==> src/ndrsp_pkg.sv <==
// shared types and constants for the ndef record stream parser
// no dependencies
package ndrsp_pkg;

    localparam logic [2:0] K_FLAGS = 3'd0;
    localparam logic [2:0] K_TLEN  = 3'd1;
    localparam logic [2:0] K_PLEN  = 3'd2;
    localparam logic [2:0] K_ILEN  = 3'd3;
    localparam logic [2:0] K_TYPE  = 3'd4;
    localparam logic [2:0] K_PAY   = 3'd5;
    localparam logic [2:0] K_ID    = 3'd6;

    localparam int FLAG_SR_BIT = 4;
    localparam int FLAG_IL_BIT = 3;

    localparam logic [1:0] LEN_LAST_BYTE = 2'd3;

    localparam int TDATA_W = 64;
    localparam int TUSER_W = 4;

    typedef struct packed {
        logic [7:0]  id_length;
        logic [31:0] payload_length;
        logic [7:0]  type_length;
        logic [7:0]  header_flags;
        logic        truncated;
        logic        record_done;
        logic [2:0]  field_kind;
        logic [7:0]  byte_out;
    } t_result;

endpackage

==> src/ndrsp_parse.sv <==
// input register, record state and per-byte field decode
// depends on ndrsp_pkg
module ndrsp_parse (
    input  logic              i_clk,
    input  logic              i_rst_n,
    input  logic              i_valid,
    output logic              o_ready,
    input  logic [7:0]        i_byte,
    input  logic              i_last,
    input  logic              i_room,
    output logic              o_push,
    output ndrsp_pkg::t_result o_res
);
    import ndrsp_pkg::*;

    typedef struct packed {
        logic [2:0]  phase;
        logic [31:0] left;
        logic        done;
    } t_enter;

    logic        r_in_valid;
    logic [7:0]  r_in_byte;
    logic        r_in_last;

    logic [2:0]  r_phase;
    logic [7:0]  r_flags;
    logic [7:0]  r_tlen;
    logic [31:0] r_plen;
    logic [7:0]  r_ilen;
    logic [31:0] r_left;
    logic [1:0]  r_cnt;

    logic [2:0]  n_phase;
    logic [7:0]  n_flags;
    logic [7:0]  n_tlen;
    logic [31:0] n_plen;
    logic [7:0]  n_ilen;
    logic [31:0] n_left;
    logic [1:0]  n_cnt;

    logic [2:0]  kind;
    logic        done;
    logic        trunc;
    logic        hdr_end;
    logic        fire;
    logic [31:0] left_dec;
    t_enter      ent;

    // first non-empty data field at or after kind from
    function automatic t_enter enter_data(input logic [2:0] from, input logic [7:0] tlen,
                                          input logic [31:0] plen, input logic [7:0] ilen);
        t_enter e;
        e.phase = K_FLAGS;
        e.left  = '0;
        e.done  = 1'b1;
        if (from <= K_TYPE && tlen != 8'd0) begin
            e.phase = K_TYPE;
            e.left  = {24'd0, tlen};
            e.done  = 1'b0;
        end else if (from <= K_PAY && plen != 32'd0) begin
            e.phase = K_PAY;
            e.left  = plen;
            e.done  = 1'b0;
        end else if (from <= K_ID && ilen != 8'd0) begin
            e.phase = K_ID;
            e.left  = {24'd0, ilen};
            e.done  = 1'b0;
        end
        return e;
    endfunction

    assign o_ready = !r_in_valid || i_room;
    assign fire    = r_in_valid && i_room;
    assign kind    = (r_phase > K_ID) ? K_FLAGS : r_phase;
    assign left_dec = (r_left != 32'd0) ? r_left - 32'd1 : r_left;

    always_comb begin
        n_phase = r_phase;
        n_flags = r_flags;
        n_tlen  = r_tlen;
        n_plen  = r_plen;
        n_ilen  = r_ilen;
        n_left  = r_left;
        n_cnt   = r_cnt;
        done    = 1'b0;
        hdr_end = 1'b0;
        ent     = '0;
        case (kind)
            K_FLAGS: begin
                n_flags = r_in_byte;
                n_tlen  = '0;
                n_plen  = '0;
                n_ilen  = '0;
                n_left  = '0;
                n_cnt   = '0;
                n_phase = K_TLEN;
            end
            K_TLEN: begin
                n_tlen  = r_in_byte;
                n_cnt   = '0;
                n_phase = K_PLEN;
            end
            K_PLEN: begin
                if (r_flags[FLAG_SR_BIT]) begin
                    n_plen  = {24'd0, r_in_byte};
                    hdr_end = 1'b1;
                end else begin
                    // big-endian: first length byte lands in the top byte
                    n_plen = r_plen | ({24'd0, r_in_byte} << {~r_cnt, 3'b000});
                    if (r_cnt == LEN_LAST_BYTE) begin
                        hdr_end = 1'b1;
                        n_cnt   = '0;
                    end else begin
                        n_cnt = r_cnt + 2'd1;
                    end
                end
                if (hdr_end) begin
                    if (r_flags[FLAG_IL_BIT]) begin
                        n_phase = K_ILEN;
                    end else begin
                        ent     = enter_data(K_TYPE, n_tlen, n_plen, n_ilen);
                        n_phase = ent.phase;
                        n_left  = ent.left;
                        done    = ent.done;
                    end
                end
            end
            K_ILEN: begin
                n_ilen  = r_in_byte;
                ent     = enter_data(K_TYPE, n_tlen, n_plen, r_in_byte);
                n_phase = ent.phase;
                n_left  = ent.left;
                done    = ent.done;
            end
            default: begin
                n_left = left_dec;
                if (left_dec == 32'd0) begin
                    ent     = enter_data(3'(kind + 3'd1), n_tlen, n_plen, n_ilen);
                    n_phase = ent.phase;
                    n_left  = ent.left;
                    done    = ent.done;
                end
            end
        endcase
        trunc = r_in_last && !done;
        if (done || trunc) begin
            n_phase = K_FLAGS;
            n_left  = '0;
            n_cnt   = '0;
        end
    end

    assign o_push               = fire;
    assign o_res.byte_out       = r_in_byte;
    assign o_res.field_kind     = kind;
    assign o_res.record_done    = done;
    assign o_res.truncated      = trunc;
    assign o_res.header_flags   = n_flags;
    assign o_res.type_length    = n_tlen;
    assign o_res.payload_length = n_plen;
    assign o_res.id_length      = n_ilen;

    always_ff @(posedge i_clk) begin
        if (!i_rst_n) begin
            r_in_valid <= 1'b0;
        end else if (o_ready) begin
            r_in_valid <= i_valid;
        end
    end

    always_ff @(posedge i_clk) begin
        if (o_ready && i_valid) begin
            r_in_byte <= i_byte;
            r_in_last <= i_last;
        end
    end

    always_ff @(posedge i_clk) begin
        if (!i_rst_n) begin
            r_phase <= K_FLAGS;
            r_flags <= '0;
            r_tlen  <= '0;
            r_plen  <= '0;
            r_ilen  <= '0;
            r_left  <= '0;
            r_cnt   <= '0;
        end else if (fire) begin
            r_phase <= n_phase;
            r_flags <= n_flags;
            r_tlen  <= n_tlen;
            r_plen  <= n_plen;
            r_ilen  <= n_ilen;
            r_left  <= n_left;
            r_cnt   <= n_cnt;
        end
    end

endmodule

==> src/ndrsp_out_buf.sv <==
// result register with skid stage toward the output stream
// depends on ndrsp_pkg
module ndrsp_out_buf (
    input  logic               i_clk,
    input  logic               i_rst_n,
    input  logic               i_push,
    input  ndrsp_pkg::t_result i_res,
    output logic               o_room,
    output logic               o_valid,
    input  logic               i_ready,
    output ndrsp_pkg::t_result o_res
);
    import ndrsp_pkg::*;

    logic    r_out_valid;
    logic    r_skid_valid;
    t_result r_out;
    t_result r_skid;
    logic    pop;
    logic    take_out;

    assign o_room   = !r_skid_valid;
    assign o_valid  = r_out_valid;
    assign o_res    = r_out;
    assign pop      = r_out_valid && i_ready;
    assign take_out = !r_out_valid || pop;

    always_ff @(posedge i_clk) begin
        if (!i_rst_n) begin
            r_out_valid  <= 1'b0;
            r_skid_valid <= 1'b0;
        end else if (take_out) begin
            r_out_valid  <= r_skid_valid || i_push;
            r_skid_valid <= 1'b0;
        end else if (i_push) begin
            r_skid_valid <= 1'b1;
        end
    end

    always_ff @(posedge i_clk) begin
        if (take_out) begin
            r_out <= r_skid_valid ? r_skid : i_res;
        end else if (i_push) begin
            r_skid <= i_res;
        end
    end

endmodule

==> src/ndef_record_stream_parser_top.sv <==
// ndef record stream parser: tags each message byte with its record field
// a byte is held in the input register, then its result in the output or skid register
// throughput: one byte per cycle while the output stream is not stalled
// reset: synchronous active-low i_rst_n clears the record state and all valid flags
// depends on ndrsp_pkg, ndrsp_parse, ndrsp_out_buf
module ndef_record_stream_parser_top (
    input  logic                          i_clk,
    input  logic                          i_rst_n,
    input  logic                          i_s_axis_tvalid,
    output logic                          o_s_axis_tready,
    input  logic [7:0]                    i_s_axis_tdata,  // data_byte
    input  logic                          i_s_axis_tlast,  // last_byte
    output logic                          o_m_axis_tvalid,
    input  logic                          i_m_axis_tready,
    // byte_out, header_flags, type_length, payload_length, id_length
    output logic [ndrsp_pkg::TDATA_W-1:0] o_m_axis_tdata,
    output logic [ndrsp_pkg::TUSER_W-1:0] o_m_axis_tuser,  // field_kind, truncated
    output logic                          o_m_axis_tlast   // record_done
);
    import ndrsp_pkg::*;

    logic    push;
    logic    room;
    t_result res_in;
    t_result res_out;

    ndrsp_parse u_parse (
        .i_clk   (i_clk),
        .i_rst_n (i_rst_n),
        .i_valid (i_s_axis_tvalid),
        .o_ready (o_s_axis_tready),
        .i_byte  (i_s_axis_tdata),
        .i_last  (i_s_axis_tlast),
        .i_room  (room),
        .o_push  (push),
        .o_res   (res_in)
    );

    ndrsp_out_buf u_out_buf (
        .i_clk   (i_clk),
        .i_rst_n (i_rst_n),
        .i_push  (push),
        .i_res   (res_in),
        .o_room  (room),
        .o_valid (o_m_axis_tvalid),
        .i_ready (i_m_axis_tready),
        .o_res   (res_out)
    );

    assign o_m_axis_tdata = {res_out.id_length, res_out.payload_length, res_out.type_length,
                             res_out.header_flags, res_out.byte_out};
    assign o_m_axis_tuser = {res_out.truncated, res_out.field_kind};
    assign o_m_axis_tlast = res_out.record_done;

endmodule

==> config.mk <==
export PLATFORM = sky130hd
export DESIGN_NAME = ndef_record_stream_parser_top
export DESIGN_NICKNAME = d
export VERILOG_FILES = /design/src/ndrsp_pkg.sv /design/src/ndrsp_parse.sv /design/src/ndrsp_out_buf.sv /design/src/ndef_record_stream_parser_top.sv
export SDC_FILE = /design/constraint.sdc
export NUM_CORES = 1
export LEC_CHECK = 0
export ABC_AREA = 1
export BUFFER_PORTS_ARGS = -buffer_cell sky130_fd_sc_hd__buf_2
export CAP_MARGIN = 20
export CORE_AREA = 3 3 199 153
export DETAILED_ROUTE_END_ITERATION = 10
export DIE_AREA = 0 0 202 156
export PLACE_DENSITY = 0.74
export SETUP_SLACK_MARGIN = 0.3
export SLEW_MARGIN = 20
export SYNTH_ARGS = -nofsm -noshare
export SYNTH_HDL_FRONTEND = slang
export SYNTH_SLANG_ARGS = --single-unit
==> constraint.sdc <==
create_clock -name i_clk -period 6.6 [get_ports i_clk]
set_input_delay 0.66 -clock i_clk [delete_from_list [all_inputs] [get_ports i_clk]]
set_output_delay 0.66 -clock i_clk [all_outputs]
set_load 0.005 [all_outputs]
==> results of run 1 <==
-- synthesized netlist by cell type, types with 2 or more instances --
cell,instances,area [um2]
or2_2,3,18.8
nor2_1,189,709
o211ai_1,8,60.1
nand3_1,168,841
a21oi_1,170,851
buf_2,16,80.1
nor2_2,8,50.1
nand2_1,494,1850
edfxtp_1,147,4410
nor2_4,3,33.8
clkbuf_1,60,225
inv_1,188,706
dfxtp_1,96,1920
buf_1,10,37.5
buf_6,11,124
nand4_1,25,156
xnor2_1,6,52.6
nor4_1,6,37.5
o21ai_0,171,856
xor2_1,4,35.0
and2_1,2,12.5
o21ai_1,11,55.1
nand3_2,2,20.0
nor3_1,6,30.0
nand3b_1,2,15.0
nand2_2,6,37.5
buf_4,5,37.5
o22ai_1,25,156
inv_2,10,37.5
ha_1,7,87.6
-- cells by family after synthesis --
kind of cell | share of synthesized area, %
and+or+nand+nor | 28.2
AOI/OAI and AO/OA | 15.0
buffers and inverters | 9.19
DFF | 46.3
xor gates and xnor gates | 0.640
adders and majority gates | 0.640
-- flip-flops by register name (all words and copies together), names as in the netlist --
signal                  count
u_parse.r_tlen              8
u_out_buf.o_valid           1
u_parse.r_cnt               2
u_parse.r_plen             32
u_parse.r_in_byte           8
u_parse.r_ilen              8
u_out_buf.r_skid_valid      1
u_parse.r_left             32
u_parse.r_in_valid          1
u_parse.r_flags             8
u_out_buf.o_res            69
u_out_buf.r_skid           69
u_parse.r_phase             3
u_parse.r_in_last           1
-- power by group through the flow --
stage	sequential (uW)	combinational, uW	clock (uW)
6_report	1780	904	1570
5_1_grt	1790	1000	1640
4_1_cts	1780	883	1580
3_5_place_dp	1810	877	0
3_3_place_gp	1810	875	0
2_1_floorplan	1790	609	0
-- layout make-up --
type | instances | share of cell area, %
tap | 392 | 3.24
multi-input combinational | 1327 | 40.4
clock inverter | 15 | 1.54
sequential | 243 | 41.9
timing repair buffer | 98 | 3.54
inverter | 200 | 4.97
clock buffer | 30 | 4.40
-- metrics by stage --
stage                     instances  power [uW]  instance area, um2  util, %
final                          2305        4250               15100     52.6
after floorplan                1872        2400               13700        -
after CTS                      2305        4250               15100     52.6
after global routing           2305        4430               15100     52.6
after global placement         2259        2690               14200     49.5
after detailed placement       2260        2690               14200     49.5
-- worst max path at each step --
| stage | startpoint | end | slack, ns | cells past startpoint |
|---|---|---|---|---|
| floorplan | i_m_axis_tready | u_out_buf.r_skid[0] | 1.29 | 3 |
| global placement | u_parse.r_phase[2] | u_parse.r_left[3] | 2.44 | 17 |
| detailed placement | u_parse.r_phase[2] | u_parse.r_left[3] | 2.49 | 17 |
| CTS | u_parse.r_phase[2] | u_parse.r_left[3] | 2.48 | 17 |
| global route | u_parse.r_phase[2] | u_parse.r_left[7] | 1.98 | 16 |
| finish | u_parse.r_phase[2] | u_parse.r_left[3] | 2.28 | 17 |
-- per-layer routing --
metal | global-route usage (%) | up-vias | part of all wire (%)
met1 | 42.2 | 6027 | 47
met2 | 37.9 | 700 | 39
met4 | 7.14 | 2 | 2.7
li1 | - | 6253 | -
met5 | 1.49 | - | 0.16
met3 | 6.38 | 85 | 11
==> results.md, run 1 <==
| Metric | Reported |
|:---|:---|
| Result of the run | completed |
| Maximum fanout count along the critical path | 64 |
| TritonCTS Sinks | 243 |
| Hold/Removal Path Class | in2reg |
| Sequential power share | 41.9% |
| Number of hold violations in the final report | 0 |
| Grt ovf | 0 |
| Placeable core region | 28700 um2 |
| Post-CTS Hold Fix Bufs | 0 |
| Setup WS pre-CTS | 2.49 ns |
| Critical path start-end classification | reg2reg |
| Routed via count | 13067 |
| Wire length of the first global-routing pass | 68100 um |
| Sequential cell area | 6340 um2 |
| Floorplan die area | 31500 um2 |
| Maximum root-to-sink buffer count | 3 |
| Unrepaired setup endpoints after global routing | no |
| Most common flop cell mapped by yosys | edfxtp_1 |
| Total buffers and inverters traversed by the critical path | 4 |
| Wire length per cell after detailed routing | 19.1 um |
| Initial cell density of the core | 47.6% |
| Number of gates given a new drive strength after cts | 0 |
| Violation count after the first detailed-route iteration | 1697 |
| Detailed-route DRC error count | 0 |
| Total area of multi-input combinational cells | 6100 um2 |
| Syn nets | 1892 |
| Launching point of the worst reg2reg path | u_parse.r_phase[2] |
| Final critical path time including I/O delays and setup | 4.32 ns |
| GRT Util Overall | 27.3% |
| Routed Wire Length | 44000 um |
| Placer Congestion | 1.02 |
| Post-route clock period utilization | 65.5% |
| Fin. max-slew vios | 0 |
| Data arrival time of the critical path | 4.74 ns |
| Layout Nets | 1915 |
| Setup Buffers After CTS | 0 |
| Hold EP | u_parse.r_in_last |
| Largest net degree at the start of global routing | 113 |
| Antenna violations before repair | 0 |
| Row cnt | 54 |
| Number of buffers added by the clock tree synthesis step | 25 |
| Most common cell after layout, fill and taps aside | nand2_1 |
| Number of flops mapped to enable cells by yosys | 147 |
| Clock latency reported for the late side of the worst-skew pair | 0.54 ns |
| Post-synthesis instance total | 1872 |
| Worst setup slack after layout | 2.28 ns |
| Die X | 202 um |
| Die height | 156 um |
| Largest delay contributor family on the critical path | simple AND/OR/NAND/NOR gates |
| HP Start | i_s_axis_tlast |
| Unique masters post-synth | 43 |
| Post-route ant nets | 0 |
| Clock root cell | clkbuf_16 |
| Fraction of layout instances using a drive strength above 1 | 9.62% |
| Required time worst endpoint | 7.02 ns |
| Leakage dissipation | 0.00689 uW |
| Drt via density | 5.67 |
| # port buffers | 83 |
| Total negative slack for setup checks | 0 ns |
| Slowest CP cell | nor2_1 |
| Net switching power | 1330 uW |
| Number of global-route vias before repair | 11850 |
| Count of H-tree levels built during CTS | 1 |
| Normalized max-slew margin | 21.8% |
| Combinational power share | 21.3% |
| Cell internal pwr | 2930 uW |
| Clk network pwr share | 36.8% |
| Most frequent cells in the layout | nand2_1, nor2_1, inv_1, o21ai_0, a21oi_1 |
| Total setup violations reported at the end of the flow | 0 |
| Switching Share | 31.2% |
| Number of placed I/O pins | 84 |
| #FFs+latches synth | 243 |
| Count of TritonRoute iterations in the first routing pass | 6 |
| Slew of the pin with the lowest slew margin | 1.17 ns |
| Number of warnings reported in the yosys synthesis log | 0 |
| Worst hold margin | 0.306 ns |
| Maxcap violations | 0 |
| Maximum clock frequency | 231 MHz |
| Total standard cell area after synthesis | 13700 um2 |
| Worst Hold Depth | 1 |
| Clock tree from TritonCTS | done |
| Destination of the worst register-to-register timing path | u_parse.r_left[3] |
| Final clock skew | 0.0166 ns |
| HPWL after detailed placement | 31000 um |
| Clock transition time at the flip-flop clock pins of the worst setup and hold paths | 0.07 ns |
| Share of the yosys chip area belonging to registers | 46.3% |
| Reg-to-reg slack, setup | 2.28 ns |
| Mean instance size in the synthesized netlist | 7.30 um2 |
| Share of synthesized flip-flops with an asynchronous set or reset | 0% |
| Growth of design area from synthesis to finish | 10.5% |
| Crit path launch type | flop |
| Worst path max stage delay | 0.62 ns |
| Critical Path End Type | flop |
| Ordered list of cells on the worst path | inv_1, nor2_2, inv_1, ha_1, nor2_1, nand2_1, nand2_1, inv_1, nor2_1, nand3_2, nand3_2, nor2_4, o21ai_4, buf_4, nand3_1, nand2_1, nor2_1 |
| Max IR drop VDD | 0.000169 V |
| Antenna diodes | 0 |
| Length in cells of the worst reg-to-reg path | 17 |
| Number of fillers in the final layout | 2725 |
| Power density of the placed cells | 281 nW/um2 |
(Power assumes the default switching activity.)
==> run 2: changes to the inputs <==
==> constraint.sdc (replaced) <==
create_clock -name i_clk -period 4.39 [get_ports i_clk]
set_input_delay 0.439 -clock i_clk [delete_from_list [all_inputs] [get_ports i_clk]]
set_output_delay 0.439 -clock i_clk [all_outputs]
set_load 0.005 [all_outputs]
==> run 2 against run 1 <==
- core utilization rose by 0.48 points
- non-clock buffer count rose by 16
- clock power rose by 48%
- final area rose by 0.91%
- critical path depth rose by 3
- largest power group unchanged
==> results.md, run 2 (synthesized netlist as in run 1, its figures left out) <==
| Metric | Reported | vs previous |
|:---|:---|:---|
| Result of the run | completed | unchanged |
| HP Start | i_s_axis_tlast | unchanged |
| Number of global-route vias before repair | 11737 | was 11850 |
| Initial cell density of the core | 47.6% | unchanged |
| Wire length per cell after detailed routing | 18.4 um | was 19.1 um |
| Ordered list of cells on the worst path | inv_1, ha_1, nand2_2, nor2_8, nand2_4, nor2_4, inv_2, nand2_1, nand3_1, nor2_1, nand2_1, nor2_2, nand3_2, nand4_1, nand2_1, clkinv_2, buf_12, nand3_1, nand2_1, nor2_1 | was inv_1, nor2_2, inv_1, ha_1, nor2_1, nand2_1, nand2_1, inv_1, nor2_1, nand3_2, nand3_2, nor2_4, o21ai_4, buf_4, nand3_1, nand2_1, nor2_1 |
| Most common cell after layout, fill and taps aside | nand2_1 | unchanged |
| Largest delay contributor family on the critical path | simple AND/OR/NAND/NOR gates | unchanged |
| Final clock skew | 0.0193 ns | was 0.0166 ns |
| Drt via density | 5.63 | was 5.67 |
| Maximum fanout count along the critical path | 40 | was 64 |
| Routed Wire Length | 42800 um | was 44000 um |
| Hold/Removal Path Class | in2reg | unchanged |
| Clock tree from TritonCTS | done | unchanged |
| Overall power consumption | 6380 uW | was 4250 uW |
| Wire length of the first global-routing pass | 67200 um | was 68100 um |
| Clock transition time at the flip-flop clock pins of the worst setup and hold paths | 0.07 ns | about the same |
| # port buffers | 83 | unchanged |
| TritonCTS Sinks | 243 | unchanged |
| Grt ovf | 0 | unchanged |
| Post-route ant nets | 0 | unchanged |
| Count of cell instances traversed by the critical path | 20 | was 17 |
| Sum of met3 wire segment lengths after detailed routing | 4930 um | was 5010 um |
| GRT Util Overall | 26.8% | was 27.3% |
| Leakage dissipation | 0.00695 uW | was 0.00689 uW |
| Data arrival time of the critical path | 4.15 ns | was 4.74 ns |
| Normalized max-slew margin | 37.6% | was 21.8% |
| Final critical path time including I/O delays and setup | 3.73 ns | was 4.32 ns |
| Clock root cell | clkbuf_16 | unchanged |
| Layout Nets | 1931 | was 1915 |
| Met1 Routed Length | 19700 um | was 20600 um |
| Maxcap violations | 0 | unchanged |
| Growth of design area from synthesis to finish | 11.5% | was 10.5% |
| Largest net degree at the start of global routing | 99 | was 113 |
| HPWL after detailed placement | 30600 um | was 31000 um |
| Placer Congestion | 1.03 | was 1.02 |
| Critical path start-end classification | reg2reg | unchanged |
| Fin. max-slew vios | 0 | unchanged |
| Critical path launch point | u_parse.r_left[0] | was u_parse.r_phase[2] |
| Number of placed I/O pins | 84 | unchanged |
| Post-CTS Hold Fix Bufs | 0 | unchanged |
| Number of buffers added by the clock tree synthesis step | 25 | unchanged |
| Violation count after the first detailed-route iteration | 1794 | was 1697 |
| Length in cells of the worst reg-to-reg path | 20 | was 17 |
| Worst path max stage delay | 0.33 ns | was 0.62 ns |
| Routed via count | 13072 | was 13067 |
| Count of TritonRoute iterations in the first routing pass | 6 | unchanged |
| Unrepaired setup endpoints after global routing | no | unchanged |
| Slew of the pin with the lowest slew margin | 0.936 ns | was 1.17 ns |
| Maximum root-to-sink buffer count | 3 | unchanged |
| Total setup violations reported at the end of the flow | 0 | unchanged |
| Clock latency reported for the late side of the worst-skew pair | 0.54 ns | about the same |
| Antenna diodes | 0 | unchanged |
| Post-route clock period utilization | 85.0% | was 65.5% |
| Metal2 WL | 17000 um | was 17100 um |
| Crit path launch type | flop | unchanged |
| Count of H-tree levels built during CTS | 1 | unchanged |
| Placeable core region | 28700 um2 | unchanged |
| Worst hold margin | 0.0897 ns | was 0.306 ns |
| Worst Hold Depth | 1 | unchanged |
| Die X | 202 um | unchanged |
| Number of fillers in the final layout | 2737 | was 2725 |
| Launching point of the worst reg2reg path | u_parse.r_left[0] | was u_parse.r_phase[2] |
| Die height | 156 um | unchanged |
| Required time worst endpoint | 4.81 ns | was 7.02 ns |
| Slowest CP cell | dfxtp_1 | was nor2_1 |
| Top sig layer | met4 | was met5 |
| Top cell by count, worst path | nand2_1 |  |
| Most frequent cells in the layout | nand2_1, nor2_1, inv_1, o21ai_0, a21oi_1 | unchanged |
| Fraction of layout instances using a drive strength above 1 | 10.4% | was 9.62% |
| Number of hold violations in the final report | 0 | unchanged |
| Total buffers and inverters traversed by the critical path | 4 | unchanged |
| Power density of the placed cells | 418 nW/um2 | was 281 nW/um2 |
| Row cnt | 54 | unchanged |
| Total negative slack for setup checks | 0 ns | unchanged |
| Critical Path End Type | flop | unchanged |
| Maximum clock frequency | 268 MHz | was 231 MHz |
| Detailed-route DRC error count | 0 | unchanged |
| Antenna violations before repair | 0 | unchanged |
| Floorplan die area | 31500 um2 | unchanged |
| Max IR drop VDD | 0.000301 V | was 0.000169 V |
==> run 2: changes by cell type in the layout (fill, tap and decap cells not counted), moves of 2 or more <==
cell	delta
clkinv_4	+2
clkinvlp_4	+4
clkinv_2	-5
inv_2	-2
buf_12	+2
buf_4	+15
inv_6	+2
==> run 2: path summary, 6_finish.rpt <==
check                            end  slack, ns
setup / recovery  u_parse.r_left[14]       0.66
hold / removal     u_parse.r_in_last       0.09
setup reg to reg  u_parse.r_left[14]       0.66
hold reg to reg    u_parse.r_left[1]       0.50
==> run 2: worst register-to-register path: stages (launching register included) <==
cell,delay [ns]
dfxtp_1,0.33
inv_1,0.09
ha_1,0.30
nand2_2,0.18
nor2_8,0.18
nand2_4,0.07
nor2_4,0.25
inv_2,0.29
nand2_1,0.21
nand3_1,0.09
nor2_1,0.13
nand2_1,0.08
nor2_2,0.18
nand3_2,0.16
nand4_1,0.11
nand2_1,0.07
clkinv_2,0.31
buf_12,0.27
nand3_1,0.17
nand2_1,0.10
nor2_1,0.05
==> run 2: timing repair <==
action,CTS,global route
setup buffers,0,0
gates resized for setup,0,2
endpoints found under the setup margin,0,27
==> run 2: final cells by class <==
cell class / instances / area (um2) / area share [%]
Tap cell: 392 / 490 / 3.22
Multi-Input combinational cell: 1327 / 6100 / 40.0
Timing Repair Buffer: 114 / 673 / 4.41
Inverter: 200 / 757 / 4.96
Clock inverter: 16 / 241 / 1.58
Clock buffer: 30 / 654 / 4.29
Sequential cell: 243 / 6340 / 41.5
==> run 2: through the flow <==
stage	setup WS [ns]	util, %	cell area (um2)	cells
CTS	0.506	53.1	15200	2322
global route	0.369	53.1	15300	2322
detailed placement	0.543	50.0	14400	2276
floorplan	1.03	-	13700	1872
finish	0.660	53.1	15300	2322
global placement	0.503	50.0	14400	2276
==> run 2: power breakdown <==
part	internal, uW	switching, uW
clock	1380	945
combinational	413	962
sequential	2570	110
==> run 2: routing by layer <==
| layer | up-vias | global-route usage [%] |
|---|---|---|
| li1 | 6294 | - |
| met1 | 6000 | 40.8 |
| met2 | 687 | 37.3 |
| met3 | 91 | 7.26 |
| met4 | 0 | 7.64 |
| met5 | - | 0 |
==> run 3: changes to the inputs <==
--- a/config.mk
+++ b/config.mk
@@ -11,7 +11,7 @@
 export CORE_AREA = 3 3 199 153
 export DETAILED_ROUTE_END_ITERATION = 10
 export DIE_AREA = 0 0 202 156
-export PLACE_DENSITY = 0.74
+export PLACE_DENSITY = 0.76
 export SETUP_SLACK_MARGIN = 0.3
 export SLEW_MARGIN = 20
 export SYNTH_ARGS = -nofsm -noshare
==> constraint.sdc (replaced) <==
create_clock -name i_clk -period 3.4 [get_ports i_clk]
set_input_delay 0.34 -clock i_clk [delete_from_list [all_inputs] [get_ports i_clk]]
set_output_delay 0.34 -clock i_clk [all_outputs]
set_load 0.005 [all_outputs]
==> run 3 against run 2 <==
- clock skew down 0.0069 ns
- via count up 4.1%
- non-clock buffer count up 83
- cell count up 3.7%
- final area up 6.3%
- critical endpoint is now u_parse.r_cnt[1]
- largest cell class unchanged
==> results.md, run 3 (synthesized netlist as in run 1, its figures left out) <==
| Metric | Reported | vs previous |
|:---|:---|:---|
| Fraction of the core area covered by cells at the end of the flow | 56.4% | was 53.1% |
| Count of TritonRoute iterations in the first routing pass | 6 | unchanged |
| Clock tree from TritonCTS | done | unchanged |
| Hold/Removal Path Class | in2reg | unchanged |
| GRT Util Overall | 27.0% | was 26.8% |
| Total negative slack for setup checks | 0 ns | unchanged |
| Maximum fanout count along the critical path | 11 | was 40 |
| Most frequent cells in the layout | nand2_1, inv_1, o21ai_0, nand3_1, a21oi_1 | was nand2_1, nor2_1, inv_1, o21ai_0, a21oi_1 |
| Data arrival time of the critical path | 3.43 ns | was 4.15 ns |
| Worst hold margin | 0.0992 ns | was 0.0897 ns |
| Clock transition time at the flip-flop clock pins of the worst setup and hold paths | 0.07 ns | about the same |
| Clk network pwr share | 32.6% | was 36.4% |
| Leakage dissipation | 0.00739 uW | was 0.00695 uW |
| Row cnt | 54 | unchanged |
| Maximum root-to-sink buffer count | 3 | unchanged |
| Net switching power | 2690 uW | was 2020 uW |
| Sequential power share | 42.4% | was 42.0% |
| Wire length per cell after detailed routing | 18.7 um | was 18.4 um |
| Most common cell after layout, fill and taps aside | nand2_1 | unchanged |
| Placeable core region | 28700 um2 | unchanged |
| # port buffers | 83 | unchanged |
| Clock root cell | clkbuf_16 | unchanged |
| Layout Nets | 2018 | was 1931 |
| Count of H-tree levels built during CTS | 1 | unchanged |
| Number of placed I/O pins | 84 | unchanged |
| Antenna violations before repair | 0 | unchanged |
| TritonCTS Sinks | 243 | unchanged |
| Required time worst endpoint | 3.84 ns | was 4.81 ns |
| Grt ovf | 0 | unchanged |
| Switching Share | 33.2% | was 31.6% |
| Routed via count | 13604 | was 13072 |
| Largest net degree at the start of global routing | 101 | was 99 |
| Slew of the pin with the lowest slew margin | 0.931 ns | was 0.936 ns |
| Cell internal pwr | 5420 uW | was 4370 uW |
| Number of fillers in the final layout | 2663 | was 2737 |
| Power density of the placed cells | 500 nW/um2 | was 418 nW/um2 |
| Critical Path End Type | flop | unchanged |
| Final clock skew | 0.0124 ns | was 0.0193 ns |
| Final critical path time including I/O delays and setup | 2.99 ns | was 3.73 ns |
| Fin. max-slew vios | 0 | unchanged |
| Top sig layer | met4 | unchanged |
| Post-route clock period utilization | 87.8% | was 85.0% |
| Unrepaired setup endpoints after global routing | yes | was no |
| Crit path launch type | flop | unchanged |
| Growth of design area from synthesis to finish | 18.5% | was 11.5% |
| Violation count after the first detailed-route iteration | 1991 | was 1794 |
| Critical path start-end classification | reg2reg | unchanged |
| Instance count after placement with tap cells included | 2316 | was 2276 |
| Die X | 202 um | unchanged |
| Area after DPL | 14700 um2 | was 14400 um2 |
| Wire length of the first global-routing pass | 67900 um | was 67200 um |
| Antenna diodes | 0 | unchanged |
| Met1 Routed Length | 20800 um | was 19700 um |
| HPWL after detailed placement | 32100 um | was 30600 um |
| Metal2 WL | 17900 um | was 17000 um |
| Total setup violations reported at the end of the flow | 0 | unchanged |
| Number of global-route vias before repair | 11931 | was 11737 |
| Number of buffers added by the clock tree synthesis step | 24 | was 25 |
| Post-route ant nets | 0 | unchanged |
| Placer Congestion | 1.04 | was 1.03 |
| Result of the run | completed | unchanged |
| Drt via density | 5.65 | was 5.63 |
| Combinational power share | 25.0% | was 21.5% |
| Floorplan die area | 31500 um2 | unchanged |
| Initial cell density of the core | 47.6% | unchanged |
| Maxcap violations | 0 | unchanged |
| Clock latency reported for the late side of the worst-skew pair | 0.53 ns | was 0.54 ns |
| Number of hold violations in the final report | 0 | unchanged |
| Final Cell Area | 16200 um2 | was 15300 um2 |
| Maximum clock frequency | 335 MHz | was 268 MHz |
| Die height | 156 um | unchanged |
| Fraction of layout instances using a drive strength above 1 | 17.1% | was 10.4% |
| Max IR drop VDD | 0.000329 V | was 0.000301 V |
| Routed Wire Length | 45100 um | was 42800 um |
| Non-filler cells in the finished layout | 2408 | was 2322 |
| Sum of met3 wire segment lengths after detailed routing | 5390 um | was 4930 um |
| Detailed-route DRC error count | 0 | unchanged |
| Normalized max-slew margin | 37.9% | was 37.6% |
## run 3: cell count changes in the layout (fill, tap and decap cells not counted), moves of 9 or more
cell and change:
buf_4 +60, nor2_1 -30, nor2_2 +20, nor2_4 +10, dfxtp_1 -9, dfxtp_2 +9, dlygate4sd3_1 +9
## run 3: per-layer routing
metal	vias to the layer above	global-route usage (%)
li1	6473	-
met1	6278	42.5
met2	775	38.0
met3	78	6.09
met4	0	5.28
met5	-	0
## run 3: repair_timing
| action | CTS | global route |
|---|---|---|
| cloned | 0 | 7 |
| resized for setup | 7 | 86 |
| endpoints found under the setup margin | 36 | 128 |
| hold buffers | 8 | 1 |
| buffers inserted | 0 | 32 |
| pin swaps | 0 | 17 |
| endpoints found under the hold margin | 8 | 1 |
## run 3: cell type report
type,instances,area (um2),area share (%)
inverters,200,777,4.79
clock inverters,18,154,0.949
well taps,392,490,3.03
clock buffers,26,629,3.88
repair buffers,197,1440,8.88
multi-input cells,1328,6340,39.1
flip-flops and latches,243,6350,39.2
repair inverters,4,30.0,0.185
## run 3: power by group through the flow
stage                     logic (uW)  clock network, uW  registers, uW
after global routing            2220               2800           3450
after detailed placement        1820                  0           3500
after floorplan                 1180                  0           3480
final                           2030               2650           3440
after CTS                       1840               2680           3440
after global placement          1810                  0           3500
## run 3: critical path, cell delays in order, from the launching register on
cell	delay, ns
dfxtp_1	0.32
inv_2	0.10
ha_4	0.18
nand2_4	0.09
nor2_8	0.14
nand2_4	0.07
nor2_4	0.22
buf_6	0.15
inv_6	0.04
nand2_1	0.05
nand2_1	0.09
nor2_1	0.14
nand3_1	0.12
nor2_2	0.17
nand3_2	0.14
nand3_4	0.11
inv_2	0.06
buf_4	0.18
nand2_1	0.07
nand2_1	0.08
inv_1	0.10
o21ai_0	0.07
nor2_1	0.19
## run 3: stage by stage
| stage | total power, uW | setup WS [ns] |
|---|---|---|
| final | 8110 | 0.414 |
| after global routing | 8470 | 0.172 |
| after CTS | 7960 | 0.330 |
| after detailed placement | 5310 | 0.180 |
| after global placement | 5310 | 0.109 |
| after floorplan | 4660 | 0.216 |
## run 3: worst paths after layout
kind | slack, ns | startpoint | cells past startpoint | to
setup reg to reg | 0.41 | u_parse.r_left[1] | 22 | u_parse.r_cnt[1]
hold reg to reg | 0.51 | u_parse.r_left[1] | 2 | u_parse.r_left[1]
setup / recovery | 0.41 | u_parse.r_left[1] | 22 | u_parse.r_cnt[1]
hold / removal | 0.1 | i_s_axis_tvalid | 3 | u_parse.r_in_valid
